File: config.mk
export PLATFORM = sky130hd
export DESIGN_NAME = priority_tick_task_scheduler_core
export DESIGN_NICKNAME = d
export VERILOG_FILES = /design/src/rtl/ptts_pkg.sv /design/src/rtl/ptts_cell.sv /design/src/rtl/priority_tick_task_scheduler_core.sv
export VERILOG_INCLUDE_DIRS = /design/src /design/src/rtl
export SDC_FILE = /design/constraint.sdc
export NUM_CORES = 2
export LEC_CHECK = 0
export BUFFER_PORTS_ARGS = -buffer_cell sky130_fd_sc_hd__buf_2
export CAP_MARGIN = 20
export CELL_PAD_IN_SITES_DETAIL_PLACEMENT = 0
export CELL_PAD_IN_SITES_GLOBAL_PLACEMENT = 1
export CORE_MARGIN = 2
export CORE_UTILIZATION = 25
export CTS_BUF_LIST = sky130_fd_sc_hd__clkbuf_16
export CTS_CLUSTER_DIAMETER = 150
export DETAILED_ROUTE_END_ITERATION = 10
export MAX_ROUTING_LAYER = met4
export PLACE_DENSITY_LB_ADDON = 0.1
export SLEW_MARGIN = 20
export SYNTH_ARGS = -nofsm -noshare
export SYNTH_HDL_FRONTEND = slang
export SYNTH_SLANG_ARGS = --single-unit
File: constraint.sdc
create_clock -name clk -period 184.7 [get_ports clk]
set_clock_uncertainty 0.2 [all_clocks]
set_input_delay 27.705 -clock clk [delete_from_list [all_inputs] [get_ports clk]]
set_output_delay 27.705 -clock clk [all_outputs]
set_load 0.02 [all_outputs]
File: src/rtl/assert_macros.svh
// Assertion macros used by the scheduler core RTL.
`ifndef ASSERT_MACROS_SVH
`define ASSERT_MACROS_SVH

`ifndef ASSERT_OFF
`define PTTS_ASSERT(label, clk, rst, prop, msg) \
  label: assert property (@(posedge clk) disable iff (rst) prop) else $error(msg);
`define PTTS_ASSERT_NEVER(label, clk, rst, cond, msg) \
  label: assert property (@(posedge clk) disable iff (rst) !(cond)) else $error(msg);
`else
`define PTTS_ASSERT(label, clk, rst, prop, msg)
`define PTTS_ASSERT_NEVER(label, clk, rst, cond, msg)
`endif

`endif

File: src/rtl/ptts_pkg.sv
`timescale 1ns / 1ps
package ptts_pkg;

  localparam logic [1:0] CMD_TICK   = 2'd0;
  localparam logic [1:0] CMD_CREATE = 2'd1;
  localparam logic [1:0] CMD_DELETE = 2'd2;

  // Command token walking down the slot row, with the result it gathers.
  typedef struct packed {
    logic        valid;
    logic [1:0]  cmd;
    logic [7:0]  task_id;
    logic [2:0]  level;
    logic [15:0] period;
    logic [15:0] start_delay;
    logic        ok;
    logic        dispatched;
    logic [7:0]  dispatch_id;
    logic [2:0]  dispatch_priority;
  } tok_t;

endpackage

File: src/rtl/ptts_cell.sv
`timescale 1ns / 1ps
module ptts_cell #(
  parameter int LEVEL = 0
) (
  input  logic            clk,
  input  logic            rst,
  input  logic            en,
  input  ptts_pkg::tok_t  tok_in,
  output ptts_pkg::tok_t  tok_out
);

  logic        slot_valid;
  logic [7:0]  slot_task_id;
  logic [15:0] slot_period;
  logic [15:0] slot_delay;

  logic        slot_valid_next;
  logic [7:0]  slot_task_id_next;
  logic [15:0] slot_period_next;
  logic [15:0] slot_delay_next;
  ptts_pkg::tok_t tok_next;
  logic        done;

  assign done = tok_in.ok | tok_in.dispatched;

  always_comb begin
    tok_next          = tok_in;
    slot_valid_next   = slot_valid;
    slot_task_id_next = slot_task_id;
    slot_period_next  = slot_period;
    slot_delay_next   = slot_delay;
    if (tok_in.valid && !done) begin
      unique case (tok_in.cmd)
        ptts_pkg::CMD_TICK: begin
          if (slot_valid) begin
            if (slot_delay == 16'd0) begin
              slot_delay_next            = slot_period - 16'd1;
              tok_next.dispatched        = 1'b1;
              tok_next.dispatch_id       = slot_task_id;
              tok_next.dispatch_priority = 3'(LEVEL);
            end else begin
              slot_delay_next = slot_delay - 16'd1;
            end
          end
        end
        ptts_pkg::CMD_CREATE: begin
          if (!slot_valid && (int'(tok_in.level) == LEVEL)) begin
            slot_valid_next   = 1'b1;
            slot_task_id_next = tok_in.task_id;
            slot_period_next  = tok_in.period;
            slot_delay_next   = tok_in.start_delay;
            tok_next.ok       = 1'b1;
          end
        end
        ptts_pkg::CMD_DELETE: begin
          if (slot_valid && (slot_task_id == tok_in.task_id)) begin
            slot_valid_next = 1'b0;
            tok_next.ok     = 1'b1;
          end
        end
        default: begin
        end
      endcase
    end
  end

  always_ff @(posedge clk) begin
    if (rst) begin
      slot_valid    <= 1'b0;
      tok_out.valid <= 1'b0;
    end else if (en) begin
      slot_valid <= slot_valid_next;
      tok_out.valid <= tok_next.valid;
    end
    if (en) begin
      slot_task_id              <= slot_task_id_next;
      slot_period               <= slot_period_next;
      slot_delay                <= slot_delay_next;
      tok_out.cmd               <= tok_next.cmd;
      tok_out.task_id           <= tok_next.task_id;
      tok_out.level             <= tok_next.level;
      tok_out.period            <= tok_next.period;
      tok_out.start_delay       <= tok_next.start_delay;
      tok_out.ok                <= tok_next.ok;
      tok_out.dispatched        <= tok_next.dispatched;
      tok_out.dispatch_id       <= tok_next.dispatch_id;
      tok_out.dispatch_priority <= tok_next.dispatch_priority;
    end
  end

endmodule

File: src/rtl/priority_tick_task_scheduler_core.sv
`timescale 1ns / 1ps
// Tick scheduler over PRIORITY_LEVELS x SLOTS_PER_LEVEL task slots, one slot per cell
// of a row ordered by level then slot. Each command (tick, create, delete) is taken
// as one transfer and walks the row one cell per cycle unless a held result stalls
// the row; the next command is accepted once the result is in the output register.
// Exactly one result transfer follows every command. No clearing pass after reset.
`include "assert_macros.svh"
module priority_tick_task_scheduler_core #(
  parameter int PRIORITY_LEVELS = 8,
  parameter int SLOTS_PER_LEVEL = 4
) (
  input  logic        clk,
  input  logic        rst,
  input  logic        s_tvalid,
  output logic        s_tready,
  // command[1:0], task_id[9:2], priority_req[12:10], period[28:13],
  // start_delay[44:29], zero fill
  input  logic [47:0] s_tdata,
  output logic        m_tvalid,
  input  logic        m_tready,
  // ok[0], dispatched[1], dispatch_id[9:2], dispatch_priority[12:10], zero fill
  output logic [15:0] m_tdata
);

  localparam int NUM_SLOTS = PRIORITY_LEVELS * SLOTS_PER_LEVEL;

  ptts_pkg::tok_t chain [NUM_SLOTS+1];
  ptts_pkg::tok_t exit_tok;
  logic           busy;
  logic           accept;
  logic           en;
  logic           load;
  logic           out_valid;
  logic           out_ok;
  logic           out_dispatched;
  logic [7:0]     out_dispatch_id;
  logic [2:0]     out_dispatch_priority;
  logic [NUM_SLOTS-1:0] tok_live;

  assign s_tready = !busy;
  assign accept   = s_tvalid && s_tready;
  assign exit_tok = chain[NUM_SLOTS];
  assign en       = !(exit_tok.valid && out_valid && !m_tready);
  assign load     = en && exit_tok.valid;

  always_comb begin
    chain[0].valid             = accept;
    chain[0].cmd               = s_tdata[1:0];
    chain[0].task_id           = s_tdata[9:2];
    chain[0].level             = s_tdata[12:10];
    chain[0].period            = s_tdata[28:13];
    chain[0].start_delay       = s_tdata[44:29];
    chain[0].ok                = 1'b0;
    chain[0].dispatched        = 1'b0;
    chain[0].dispatch_id       = 8'd0;
    chain[0].dispatch_priority = 3'd0;
  end

  for (genvar k = 0; k < NUM_SLOTS; k++) begin : g_cell
    localparam int Lvl = k / SLOTS_PER_LEVEL;
    ptts_cell #(
      .LEVEL (Lvl)
    ) u_cell (
      .clk     (clk),
      .rst     (rst),
      .en      (en),
      .tok_in  (chain[k]),
      .tok_out (chain[k+1])
    );
    assign tok_live[k] = chain[k+1].valid;
  end

  always_ff @(posedge clk) begin
    if (rst) begin
      busy      <= 1'b0;
      out_valid <= 1'b0;
    end else begin
      if (accept) begin
        busy <= 1'b1;
      end else if (load) begin
        busy <= 1'b0;
      end
      if (load) begin
        out_valid <= 1'b1;
      end else if (m_tready) begin
        out_valid <= 1'b0;
      end
    end
  end

  always_ff @(posedge clk) begin
    if (load) begin
      out_ok                <= exit_tok.ok;
      out_dispatched        <= exit_tok.dispatched;
      out_dispatch_id       <= exit_tok.dispatch_id;
      out_dispatch_priority <= exit_tok.dispatch_priority;
    end
  end

  assign m_tvalid = out_valid;
  assign m_tdata  = {3'd0, out_dispatch_priority, out_dispatch_id, out_dispatched, out_ok};

  `PTTS_ASSERT(a_single_token, clk, rst, $onehot0(tok_live), "more than one command in the row")
  `PTTS_ASSERT(a_rose_from_exit, clk, rst,
               $rose(m_tvalid) |-> $past(exit_tok.valid),
               "result without a command leaving the row")
  `PTTS_ASSERT_NEVER(a_ok_and_dispatch, clk, rst,
                     exit_tok.valid && exit_tok.ok && exit_tok.dispatched,
                     "ok and dispatch on one command")
  `PTTS_ASSERT(a_dispatch_on_tick, clk, rst,
               (exit_tok.valid && exit_tok.dispatched) |-> (exit_tok.cmd == ptts_pkg::CMD_TICK),
               "dispatch on a non-tick command")
  `PTTS_ASSERT(a_busy_tracks_row, clk, rst, (tok_live != '0) |-> busy,
               "command in the row while idle")

endmodule
==> flow_summary.toml <==
[outcome]
status = "finished, final reports clean"

[sta]
slew_headroom_pct = 28.3
drv_slew = 0
hold_viol_final = 0
holdWs_ns = 0.216
tightest_slew_ns = 1.08
fin_crit_sh_pct = 17.4
rsz0062_at_grt = "false"
max_freq_mhz = 31.1
setup_viol = 0
setup_tns_ns = 0
fin_crit_ns = 32.15

[power]
power_density_mw_per_mm2 = 10.5
vdd_drop_max_mv = 0.00675
leakage_nw = 51.2

[die]
initial_core_util_pct = 25.1
die-area_mm2 = 0.524
boundaryPins = 70
core-area_mm2 = 0.517
die_w_um = 724
die_y_um = 724
num_rows = 264

[worst_setup_path]
critPathLaunchType = "input port"
path_class = "input port to register"
endpoint_kind = "register"
required_ns = 185.15
critPathArrivalTime_ns = 32.60
crit_fanout = 95

[yosys]
yosys_most_used_dff = "edfxtp_1"
synth.top_cell.area_share_pct = 71.2
syn_inst = 8833
async_flop_share_pct = 0
ys_ff_latch = 3142
ys_types = 99
synth_top_area_cell = "edfxtp_1"
syn-cell-area_mm2 = 0.130
synth.avg_cell_area_um2 = 14.7
synth_edf_count = 3076
synthTopCellsByCount = "3076 x edfxtp_1, 692 x nand2_1, 559 x a21oi_1"
ys_seq_area_share_pct = 72.3
ys_top_cells_by_area = "edfxtp_1 71%, mux2_2 2.4%, xnor2_1 2.2%"
ys_warn_count = 0
synth_most_common_cell = "edfxtp_1"

[clocking]
cts_tree = "yes"
cts_resized = 0
postCtsSetupBuffers = 0
cts_buffers = 381
clkSlewWorstSetupHoldPaths_ns = 0.05
cts.htree.levels = 5
cts_sinks = 3142
clkLatencyLatePin_ns = 0.97
cts-root-buf = "clkbuf_16"
cts_buffer_depth = 4
cts_hold_buf = 0

[placed_design]
gp_congestion = 0.811
dp.final_hpwl_um = 256000
place_area_mm2 = 0.139
io_buffers = 63
placed_cells = 15732

[worst_hold_path]
hp-class = "register to register"

[cells_and_area]
stdcell_count = 16433
synthToLayoutAreaGrowth_pct = 16.8
drive_above_1_share_pct = 13.2
stdcell_area_mm2 = 0.151
num-nets-final = 9379

[routing]
antenna_left = 0
route.detailed.drc = 0
routedWlPerCell_um = 21.8
drt_iter0_drc = 5891
routed_wl_um = 358000
num_vias = 74868
viasPerCell = 4.56
dr.pass1.iters = 5

[grt]
grt_pass1_wl_um = 529000
grt_max_degree = 175
grt_pass1_vias = 75811
grt_usage_pct = 13.7
gr-total-overflow = 0
antenna_found_initial = 25

[job]
drv_cap = 0
==> cells by family after synthesis <==
kind of cell	Yosys count	share of synthesized area, %
simple gates	2419	9.76
fa+ha+maj	128	1.24
flops	3142	72.3
xor+xnor	577	3.90
mux	307	2.64
compound gates	1847	8.91
other cells	1	0.00289
buf+inv	412	1.30
==> cell type report <==
class	count	area (um2)
flip-flops and latches	3142	93700
repair buffers	215	1510
inverters	178	676
diodes	8	20.0
clock inverters	306	2700
fillers	51583	365000
multi-input cells	5281	34500
well taps	6916	8650
clock buffers	387	9680
==> power breakdown <==
part	total, mW	internal, mW	leakage, nW	switching (mW)
clock network	0.747	0.437	6.27	0.310
logic	0.0181	0.00694	13.2	0.0111
registers	0.818	0.798	31.7	0.0193
==> cell usage in the layout (no fill, tap or decap), types with 45 or more instances in the layout <==
master     Yosys  routed
edfxtp_1    3076    3076
nand2_1      692     692
a21oi_1      559     559
o21ai_0      535     535
nor2_1       403     401
clkbuf_16      0     387
xnor2_1      331     331
mux2_2       278     278
xor2_1       246     246
nor3_1       264     233
inv_1        170     232
or3_1        184     184
buf_4         12     149
nor4_1       146     145
nand4_1      134     134
ha_1         128     125
a31oi_1      122     122
clkinv_1       8     102
or2_2         78      78
a211oi_1      77      77
or4_1         71      71
nand3_1       71      71
nand2b_1      69      69
dfxtp_1       66      66
buf_2         48      62
clkinv_2       0      60
and2_1        55      54
a21o_1        52      52
nor3b_1       49      49
o211ai_1      47      47
o31ai_1       45      45
==> per-layer routing <==
metal  vias to the layer above  GRT usage, %  wire length (um)
met5                         -             -                 0
met3                       538          1.90             14400
li1                      35206             -                 -
met1                     37535          19.7            177000
met2                      1589          20.5            158000
met4                         0          3.11              8260
==> worst max-delay path, cell delays in order <==
cell and delay (ns):
buf_2 0.08, nor2b_1 0.07, and2_4 0.23, inv_8 0.52, buf_4 0.59, buf_4 0.50, buf_4 0.55, buf_4 0.86
nand2_1 0.20, nor3_2 0.72, buf_4 0.39
==> path summary, 6_finish.rpt <==
kind,slack [ns],endpoint,depth (start not counted),startpoint
min reg2reg,0.22,out_dispatch_id[6],0,g_cell[31].u_cell.tok_out[9]
max,152.55,g_cell[8].u_cell.slot_period[12],11,m_tready
min,0.22,out_dispatch_id[6],0,g_cell[31].u_cell.tok_out[9]
max reg2reg,178.97,g_cell[8].u_cell.slot_period[12],10,m_tvalid
==> stage by stage <==
step | util [%] | total power, mW | setup slack, ns
3_3_place_gp | 26.9 | 0.852 | 151.41
5_1_grt | 29.3 | 1.64 | 152.08
6_report | 29.3 | 1.58 | 152.55
3_5_place_dp | 26.9 | 0.852 | 151.31
2_1_floorplan | - | 0.831 | 102.49
4_1_cts | 29.3 | 1.61 | 152.42
==> sequential cells by signal (all words and copies together), names as in the netlist <==
| register | cells |
|---|---|
| out_dispatched | 1 |
| g_cell.u_cell.slot_valid | 32 |
| g_cell.u_cell.slot_task_id | 256 |
| g_cell.u_cell.tok_out | 1815 |
| out_ok | 1 |
| g_cell.u_cell.slot_delay | 512 |
| m_tvalid | 1 |
| out_dispatch_id | 8 |
| busy | 1 |
| out_dispatch_priority | 3 |
| g_cell.u_cell.slot_period | 512 |
No activity file was read; power rests on OpenSTA's default activity.
